===== src/sv/erg_pkg.sv =====
`default_nettype none

package erg_pkg;

    // Longest pattern the cell row can hold
    localparam int MAX_STEPS  = 64;
    localparam int STEP_IDX_W = $clog2(MAX_STEPS);

    // Field widths
    localparam int COUNT_W = 7;
    localparam int ROT_W   = 8;
    localparam int MASK_W  = 64;

    // Offset reduction runs one quotient bit per cycle
    localparam int MOD_STEPS_W = 3;
    localparam int TRIAL_W     = COUNT_W + ROT_W - 1;

    typedef enum logic [1:0] {
        ST_IDLE,
        ST_MOD,
        ST_RUN,
        ST_DONE
    } state_t;

    // Control shared by every cell of the row
    typedef struct packed {
        logic clr;
        logic shift;
        logic ins_bit;
    } chain_ctl_t;

endpackage

`default_nettype wire


===== src/sv/euclidean_rhythm_rotate.sv =====
// An accepted word first has its rotation r reduced modulo the step count s (r is
// at most 63); an empty result goes straight to the output register.
// One word at a time: the offset reduction runs first, then the accumulator runs
// r + s steps, and the cell row shifts in the last s of them.
// A finished result waits in an output register while the next word is taken.
// Reset (rst_n, asynchronous, active low) returns to idle with no result pending.
`default_nettype none

module euclidean_rhythm_rotate (
    input  wire logic                               clk,
    input  wire logic                               rst_n,
    input  wire logic                               in_valid,
    output logic                                    in_stall,
    input  wire logic [erg_pkg::COUNT_W-1:0]        hit_count,
    input  wire logic [erg_pkg::COUNT_W-1:0]        step_count,
    input  wire logic signed [erg_pkg::ROT_W-1:0]   rotate_by,
    output logic                                    out_valid,
    input  wire logic                               out_stall,
    output logic [erg_pkg::MASK_W-1:0]              rhythm_mask
);

    erg_pkg::state_t                    state_reg;
    erg_pkg::state_t                    state_next;
    logic                               out_valid_reg;
    logic                               out_valid_next;
    logic [erg_pkg::COUNT_W-1:0]        h_reg;
    logic [erg_pkg::COUNT_W-1:0]        s_reg;
    logic [erg_pkg::COUNT_W-1:0]        acc_reg;
    logic [erg_pkg::COUNT_W-1:0]        acc_next;
    logic [erg_pkg::COUNT_W-1:0]        cnt_reg;
    logic [erg_pkg::COUNT_W-1:0]        cnt_next;
    logic [erg_pkg::STEP_IDX_W-1:0]     rot_reg;
    logic [erg_pkg::COUNT_W-1:0]        end_reg;
    logic [erg_pkg::MASK_W-1:0]         mask_reg;

    logic                               in_take;
    logic                               out_load;
    logic [erg_pkg::COUNT_W-1:0]        hits_clamped;
    logic                               pattern_ok;
    logic                               mod_done;
    logic [erg_pkg::STEP_IDX_W-1:0]     mod_rot;
    logic [erg_pkg::COUNT_W-1:0]        acc_sum;
    logic                               hit;
    logic [erg_pkg::STEP_IDX_W-1:0]     tail_idx;
    erg_pkg::chain_ctl_t                chain_ctl;
    logic [erg_pkg::MAX_STEPS-1:0]      cell_q;
    logic [erg_pkg::MAX_STEPS:0]        cell_right;

    assign in_stall    = (state_reg != erg_pkg::ST_IDLE);
    assign in_take     = in_valid && !in_stall;
    assign out_valid   = out_valid_reg;
    assign rhythm_mask = mask_reg;

    // Clamp hits; empty results skip straight to delivery
    assign hits_clamped = (hit_count > step_count) ? step_count : hit_count;
    assign pattern_ok   = (step_count != '0)
                          && (step_count <= erg_pkg::COUNT_W'(erg_pkg::MAX_STEPS))
                          && (hits_clamped != '0);

    // Offset reduction modulo the step count
    erg_mod u_mod (
        .clk    (clk),
        .rst_n  (rst_n),
        .load   (in_take && pattern_ok),
        .offset (rotate_by),
        .steps  (step_count),
        .done   (mod_done),
        .rot    (mod_rot)
    );

    // Bucket-fill accumulator, one step per cycle
    assign acc_sum = acc_reg + h_reg;
    assign hit     = (acc_sum >= s_reg);

    // Output register load when empty or being drained
    assign out_load = (state_reg == erg_pkg::ST_DONE) && (!out_valid_reg || !out_stall);

    always_comb
    begin
        state_next     = state_reg;
        cnt_next       = cnt_reg;
        acc_next       = acc_reg;
        out_valid_next = out_valid_reg;
        chain_ctl      = '{clr: 1'b0, shift: 1'b0, ins_bit: hit};
        if (out_valid_reg && !out_stall)
        begin
            out_valid_next = 1'b0;
        end
        case (state_reg)
            erg_pkg::ST_IDLE:
            begin
                if (in_take)
                begin
                    chain_ctl.clr = 1'b1;
                    acc_next      = step_count - hits_clamped;
                    state_next    = pattern_ok ? erg_pkg::ST_MOD : erg_pkg::ST_DONE;
                end
            end
            erg_pkg::ST_MOD:
            begin
                cnt_next = '0;
                if (mod_done)
                begin
                    state_next = erg_pkg::ST_RUN;
                end
            end
            erg_pkg::ST_RUN:
            begin
                // Steps before the rotation only advance the accumulator
                acc_next        = hit ? (acc_sum - s_reg) : acc_sum;
                chain_ctl.shift = (cnt_reg >= erg_pkg::COUNT_W'(rot_reg));
                cnt_next        = cnt_reg + 1'b1;
                if (cnt_reg == end_reg)
                begin
                    state_next = erg_pkg::ST_DONE;
                end
            end
            erg_pkg::ST_DONE:
            begin
                if (out_load)
                begin
                    out_valid_next = 1'b1;
                    state_next     = erg_pkg::ST_IDLE;
                end
            end
            default:
            begin
                state_next = erg_pkg::ST_IDLE;
            end
        endcase
    end

    always_ff @(posedge clk or negedge rst_n)
    begin
        if (!rst_n)
        begin
            state_reg     <= erg_pkg::ST_IDLE;
            out_valid_reg <= 1'b0;
        end
        else
        begin
            state_reg     <= state_next;
            out_valid_reg <= out_valid_next;
        end
    end

    // Datapath registers
    always_ff @(posedge clk)
    begin
        acc_reg <= acc_next;
        cnt_reg <= cnt_next;
        if (in_take)
        begin
            h_reg <= hits_clamped;
            s_reg <= step_count;
        end
        if (mod_done)
        begin
            rot_reg <= mod_rot;
            end_reg <= erg_pkg::COUNT_W'(mod_rot) + s_reg - 1'b1;
        end
        if (out_load)
        begin
            mask_reg <= erg_pkg::MASK_W'(cell_q);
        end
    end

    // Row of cells; the cell at step count - 1 takes the new bit
    assign tail_idx = erg_pkg::STEP_IDX_W'(s_reg - 1'b1);
    assign cell_right[erg_pkg::MAX_STEPS] = 1'b0;

    for (genvar k = 0; k < erg_pkg::MAX_STEPS; k++)
    begin : g_cell
        erg_cell u_cell (
            .clk       (clk),
            .ctl       (chain_ctl),
            .is_tail   (tail_idx == erg_pkg::STEP_IDX_W'(k)),
            .right_bit (cell_right[k+1]),
            .bit_q     (cell_q[k])
        );
        assign cell_right[k] = cell_q[k];
    end

`ifndef ASSERT_OFF
    // A taken word blocks the input until its result is loaded into the output register
    a_stall_after_take: assert property (@(posedge clk) disable iff (!rst_n)
        in_take |=> in_stall)
        else $error("input not stalled after taking a word");

    // Accumulator stays below the step count while running
    a_acc_range: assert property (@(posedge clk) disable iff (!rst_n)
        (state_reg == erg_pkg::ST_RUN) |-> (acc_reg < s_reg))
        else $error("accumulator out of range");

    // Step counter never passes its end mark
    a_cnt_range: assert property (@(posedge clk) disable iff (!rst_n)
        (state_reg == erg_pkg::ST_RUN) |-> (cnt_reg <= end_reg))
        else $error("step counter overran");

    // A pending result is not overwritten
    a_out_hold: assert property (@(posedge clk) disable iff (!rst_n)
        (out_valid_reg && out_stall) |=> (out_valid_reg && $stable(mask_reg)))
        else $error("pending result lost");
`endif

endmodule

`default_nettype wire


===== src/sv/erg_cell.sv =====
`default_nettype none

module erg_cell (
    input  wire logic              clk,
    input  wire erg_pkg::chain_ctl_t ctl,
    input  wire logic              is_tail,
    input  wire logic              right_bit,
    output logic                   bit_q
);

    logic bit_reg;
    logic bit_next;

    // On a shift the tail cell takes the new hit bit, the others their right neighbor; clr zeroes the cell
    always_comb
    begin
        bit_next = bit_reg;
        if (ctl.clr)
        begin
            bit_next = 1'b0;
        end
        else if (ctl.shift)
        begin
            bit_next = is_tail ? ctl.ins_bit : right_bit;
        end
    end

    always_ff @(posedge clk)
    begin
        bit_reg <= bit_next;
    end

    assign bit_q = bit_reg;

endmodule

`default_nettype wire


===== src/sv/erg_mod.sv =====
`default_nettype none

module erg_mod (
    input  wire logic                               clk,
    input  wire logic                               rst_n,
    input  wire logic                               load,
    input  wire logic signed [erg_pkg::ROT_W-1:0]   offset,
    input  wire logic [erg_pkg::COUNT_W-1:0]        steps,
    output logic                                    done,
    output logic [erg_pkg::STEP_IDX_W-1:0]          rot
);

    logic                               busy_reg;
    logic                               busy_next;
    logic [erg_pkg::MOD_STEPS_W-1:0]    k_reg;
    logic [erg_pkg::MOD_STEPS_W-1:0]    k_next;
    logic [erg_pkg::ROT_W-1:0]          rem_reg;
    logic [erg_pkg::ROT_W-1:0]          rem_next;
    logic                               neg_reg;
    logic [erg_pkg::COUNT_W-1:0]        s_reg;
    logic [erg_pkg::ROT_W-1:0]          off_mag;
    logic [erg_pkg::TRIAL_W-1:0]        trial;
    logic [erg_pkg::ROT_W-1:0]          rem_step;
    logic [erg_pkg::COUNT_W-1:0]        wrap;

    // Magnitude of the offset; -128 maps to 128
    assign off_mag = offset[erg_pkg::ROT_W-1] ? erg_pkg::ROT_W'(~offset + 1'b1)
                                               : erg_pkg::ROT_W'(offset);

    // One restoring step: subtract steps << k when it fits
    assign trial    = erg_pkg::TRIAL_W'(s_reg) << k_reg;
    assign rem_step = (erg_pkg::TRIAL_W'(rem_reg) >= trial)
                      ? erg_pkg::ROT_W'(rem_reg - trial[erg_pkg::ROT_W-1:0])
                      : rem_reg;

    // Negative offsets with a nonzero remainder wrap to steps - remainder
    assign wrap = s_reg - rem_step[erg_pkg::COUNT_W-1:0];
    assign done = busy_reg && (k_reg == '0);
    assign rot  = (neg_reg && (rem_step != '0)) ? wrap[erg_pkg::STEP_IDX_W-1:0]
                                                : rem_step[erg_pkg::STEP_IDX_W-1:0];

    always_comb
    begin
        busy_next = busy_reg;
        k_next    = k_reg;
        rem_next  = rem_reg;
        if (load)
        begin
            busy_next = 1'b1;
            k_next    = '1;
            rem_next  = off_mag;
        end
        else if (busy_reg)
        begin
            rem_next = rem_step;
            k_next   = k_reg - 1'b1;
            if (k_reg == '0)
            begin
                busy_next = 1'b0;
            end
        end
    end

    always_ff @(posedge clk or negedge rst_n)
    begin
        if (!rst_n)
        begin
            busy_reg <= 1'b0;
            k_reg    <= '0;
        end
        else
        begin
            busy_reg <= busy_next;
            k_reg    <= k_next;
        end
    end

    // Operand registers
    always_ff @(posedge clk)
    begin
        rem_reg <= rem_next;
        if (load)
        begin
            neg_reg <= offset[erg_pkg::ROT_W-1];
            s_reg   <= steps;
        end
    end

endmodule

`default_nettype wire


===== config.mk =====
export PLATFORM = sky130hd
export DESIGN_NAME = euclidean_rhythm_rotate
export DESIGN_NICKNAME = d
export VERILOG_FILES = /design/src/sv/erg_pkg.sv /design/src/sv/euclidean_rhythm_rotate.sv /design/src/sv/erg_cell.sv /design/src/sv/erg_mod.sv
export SDC_FILE = /design/constraint.sdc
export NUM_CORES = 1
export LEC_CHECK = 0
export ABC_AREA = 0
export BUFFER_PORTS_ARGS = -buffer_cell sky130_fd_sc_hd__buf_4
export CAP_MARGIN = 30
export CORE_MARGIN = 3
export CORE_UTILIZATION = 35
export DETAILED_ROUTE_END_ITERATION = 8
export PLACE_DENSITY_LB_ADDON = 0.05
export SYNTH_ARGS = -nofsm -noshare
export SYNTH_HDL_FRONTEND = slang
export SYNTH_SLANG_ARGS = --single-unit

===== constraint.sdc =====
create_clock -name clk -period 5.57 [get_ports clk]
set_input_delay 1.671 -clock clk [delete_from_list [all_inputs] [get_ports clk]]
set_output_delay 1.671 -clock clk [all_outputs]
set_load 0.01 [all_outputs]

==> impl_metrics.env <==
export IMPL_ios=92
export IMPL_fp_dieArea_mm2=0.0321
export IMPL_antenna_left=0
export IMPL_finalNetCount=1255
export IMPL_synth_warnings=0
export IMPL_slowest_delay_ns=0.39
export IMPL_drt_initial_drc_count=501
export IMPL_ys_top_cells_by_area="edfxtp_1, dfxtp_1, ha_1"
export IMPL_antenna_found_initial=0
export IMPL_placementRows=62
export IMPL_avgSynthCellArea_um2=9.78
export IMPL_hold_violations=0
export IMPL_design_core_area_mm2=0.0291
export IMPL_synth_commonest_cells="nor2_1, nand2_1, edfxtp_1, a21oi_1, inv_1"
export IMPL_n_antenna_cell=0
export IMPL_synth_edff_count=121
export IMPL_dp_hpwl_um=18600
export IMPL_p_seq_share_pct=30.6
export IMPL_synthArstFlopShare_pct=3.65
export IMPL_crit_top_cell="ha_1"
export IMPL_placed_cell_area_mm2=0.0117
export IMPL_start_util_pct=36.1
export IMPL_finalSetupViolations=0
export IMPL_tns_ns=0
export IMPL_syn_inst=1073
export IMPL_ctsLongestPathBuffers=2
export IMPL_skew_ns=0.0123
export IMPL_hp_class="reg2reg"
export IMPL_firstDrtPassIters=6
export IMPL_critPathKind="reg2reg"
export IMPL_combPwrFrac_pct=52.8
export IMPL_ys_ff_latch=192
export IMPL_worstPathRequired_ns=5.76
export IMPL_die_x_um=179
export IMPL_area_growth_pct=17.6
export IMPL_grt_overflow_total=0
export IMPL_vdd_drop_max_v=0.000551
export IMPL_finalCriticalPeriod_ns=5.15
export IMPL_die_y_um=179
export IMPL_yosys_area_top_type="edfxtp_1"
export IMPL_cpLargestDelayFamily="compound AO/OA/AOI/OAI gates"
export IMPL_p_clk_share_pct=16.5
export IMPL_fmax_ghz=0.194
export IMPL_vias=7741
export IMPL_synth_top_area_share_pct=34.6
export IMPL_drc=0
export IMPL_critPathMaxFanout=12
export IMPL_drive_above_1_share_pct=15.3
export IMPL_grt_max_degree=116
export IMPL_syn_nets=1168
export IMPL_numPortBuffers=91
export IMPL_p_sw_share_pct=43.6
export IMPL_clkSinkCount=192
export IMPL_switchingPower_mw=3.28
export IMPL_leakagePower_nw=4.71
export IMPL_drt_vias_per_instance=4.97
export IMPL_cp_start_kind="flop"
export IMPL_power_internal_mw=4.24
export IMPL_clk_pin_slew_ns=0.08
export IMPL_arrival_ns=5.34
export IMPL_htreeDepth=4
export IMPL_power_density_mw_per_mm2=609
export IMPL_finalCritPeriodShare_pct=92.5
export IMPL_crit_slowest_cell="dfrtp_1"
export IMPL_synth_most_common_cell="nor2_1"
export IMPL_place_congestion=0.839
export IMPL_drv_slew=0
export IMPL_hold_buffers=0
export IMPL_ys_types=67
export IMPL_critPathBufInv=3
export IMPL_clock_latency_ns=0.44
export IMPL_wire_per_inst_um=16.5
export IMPL_wirelength_um=25700
export IMPL_worst_slew_pin_slew_ns=0.987
export IMPL_drv_cap=0
export IMPL_cts_tree="built"
export IMPL_root_buffer="clkbuf_16"
export IMPL_ys_seq_area_share_pct=48.5
export IMPL_relSlewSlack_pct=34.0
export IMPL_numCtsBuffers=17
export IMPL_grt_pass1_wl_um=40800
export IMPL_synthFlopType="edfxtp_1"
export IMPL_outcome="complete, no violations"
export IMPL_grt_pass1_vias=7371
export IMPL_fin_area_mm2=0.0123
export IMPL_globalRouteTotalUtil_pct=16.4
export IMPL_worstSetupEndpointType="flop"
export IMPL_syn_area_mm2=0.0105
-- per-stage QoR --
step | hold WS, ns | power [mW] | setup slack, ns | cells | util, %
finish | 0.435 | 7.52 | 0.417 | 1557 | 42.4
detailed placement | 0.417 | 6.27 | -0.0126 | 1521 | 40.2
global placement | 0.417 | 6.27 | 0.108 | 1521 | 40.2
floorplan | 0.408 | 5.11 | 0.442 | 1073 | -
CTS | 0.437 | 7.55 | 0.0721 | 1553 | 42.2
global route | 0.450 | 8.17 | -0.00375 | 1557 | 42.4
-- cell usage in the layout, fill, tap and decap left out, types with 6 or more instances in the layout --
| master | instances |
|---|---|
| a21o_1 | 13 |
| nor4_1 | 8 |
| o21a_1 | 11 |
| o21ai_0 | 15 |
| a21oi_1 | 107 |
| a211o_1 | 52 |
| ha_1 | 64 |
| xnor2_1 | 28 |
| xor2_1 | 22 |
| nand3_1 | 16 |
| a311o_1 | 13 |
| nor3_1 | 12 |
| clkbuf_16 | 17 |
| dfxtp_1 | 64 |
| inv_1 | 68 |
| nor2_1 | 148 |
| nor2b_1 | 6 |
| edfxtp_1 | 121 |
| dfrtp_1 | 6 |
| nand2b_1 | 10 |
| buf_4 | 114 |
| mux2i_1 | 27 |
| nand2_1 | 122 |
-- worst paths after layout --
| kind | slack (ns) | depth (start not counted) | from | to |
|---|---|---|---|---|
| worst max register to register | 0.42 | 25 | u_mod.k_reg[0]$_DFFE_PN0P_ | end_reg[6]$_DFFE_PP_ |
| max in group asynchronous | 4.40 | 1 | rst_n | u_mod.k_reg[1]$_DFFE_PN0P_ |
| min in group asynchronous | 1.03 | 1 | rst_n | out_valid$_DFF_PN0_ |
| worst max-delay path | 0.42 | 25 | u_mod.k_reg[0]$_DFFE_PN0P_ | end_reg[6]$_DFFE_PP_ |
| worst min register to register | 0.43 | 0 | g_cell[0].u_cell.bit_q$_SDFFE_PP0P_ | rhythm_mask[0]$_DFFE_PP_ |
| worst min-delay path | 0.43 | 0 | g_cell[0].u_cell.bit_q$_SDFFE_PP0P_ | rhythm_mask[0]$_DFFE_PP_ |
-- per-layer routing --
layer	global-route usage, %	part of all wire (%)
met4	3.96	0.79
met5	0	0
met2	27.6	48
met1	22.5	48
met3	1.93	3.3
-- logic make-up after synthesis --
family,count (synthesis),share of synthesized area (%)
simple gates,353,14.4
compound gates,250,16.0
flops,192,48.5
buf+inv,121,4.53
fa+ha+maj,72,8.91
xor+xnor,50,4.17
mux,35,3.46
-- timing repair --
item,4_1_cts,5_1_grt
pin swaps,0,0
setup endpoints to repair,1,3
setup buffers,0,4
gates resized for setup,1,9
-- area by class of cell --
class,count,area (µm²)
repair buffers,117,901
inverters,72,274
fillers,2876,16700
flip-flops and latches,192,5090
clock buffers,18,429
clock inverters,14,165
multi-input cells,760,5000
well taps,384,480
-- power groups by stage --
stage	combinational, mW	sequential [mW]	clock [mW]
floorplan	2.80	2.31	0
global placement	3.93	2.34	0
detailed placement	3.93	2.34	0
CTS	3.96	2.31	1.29
global route	4.47	2.35	1.35
finish	3.97	2.30	1.24
No activity file was read; power rests on OpenSTA's default activity.
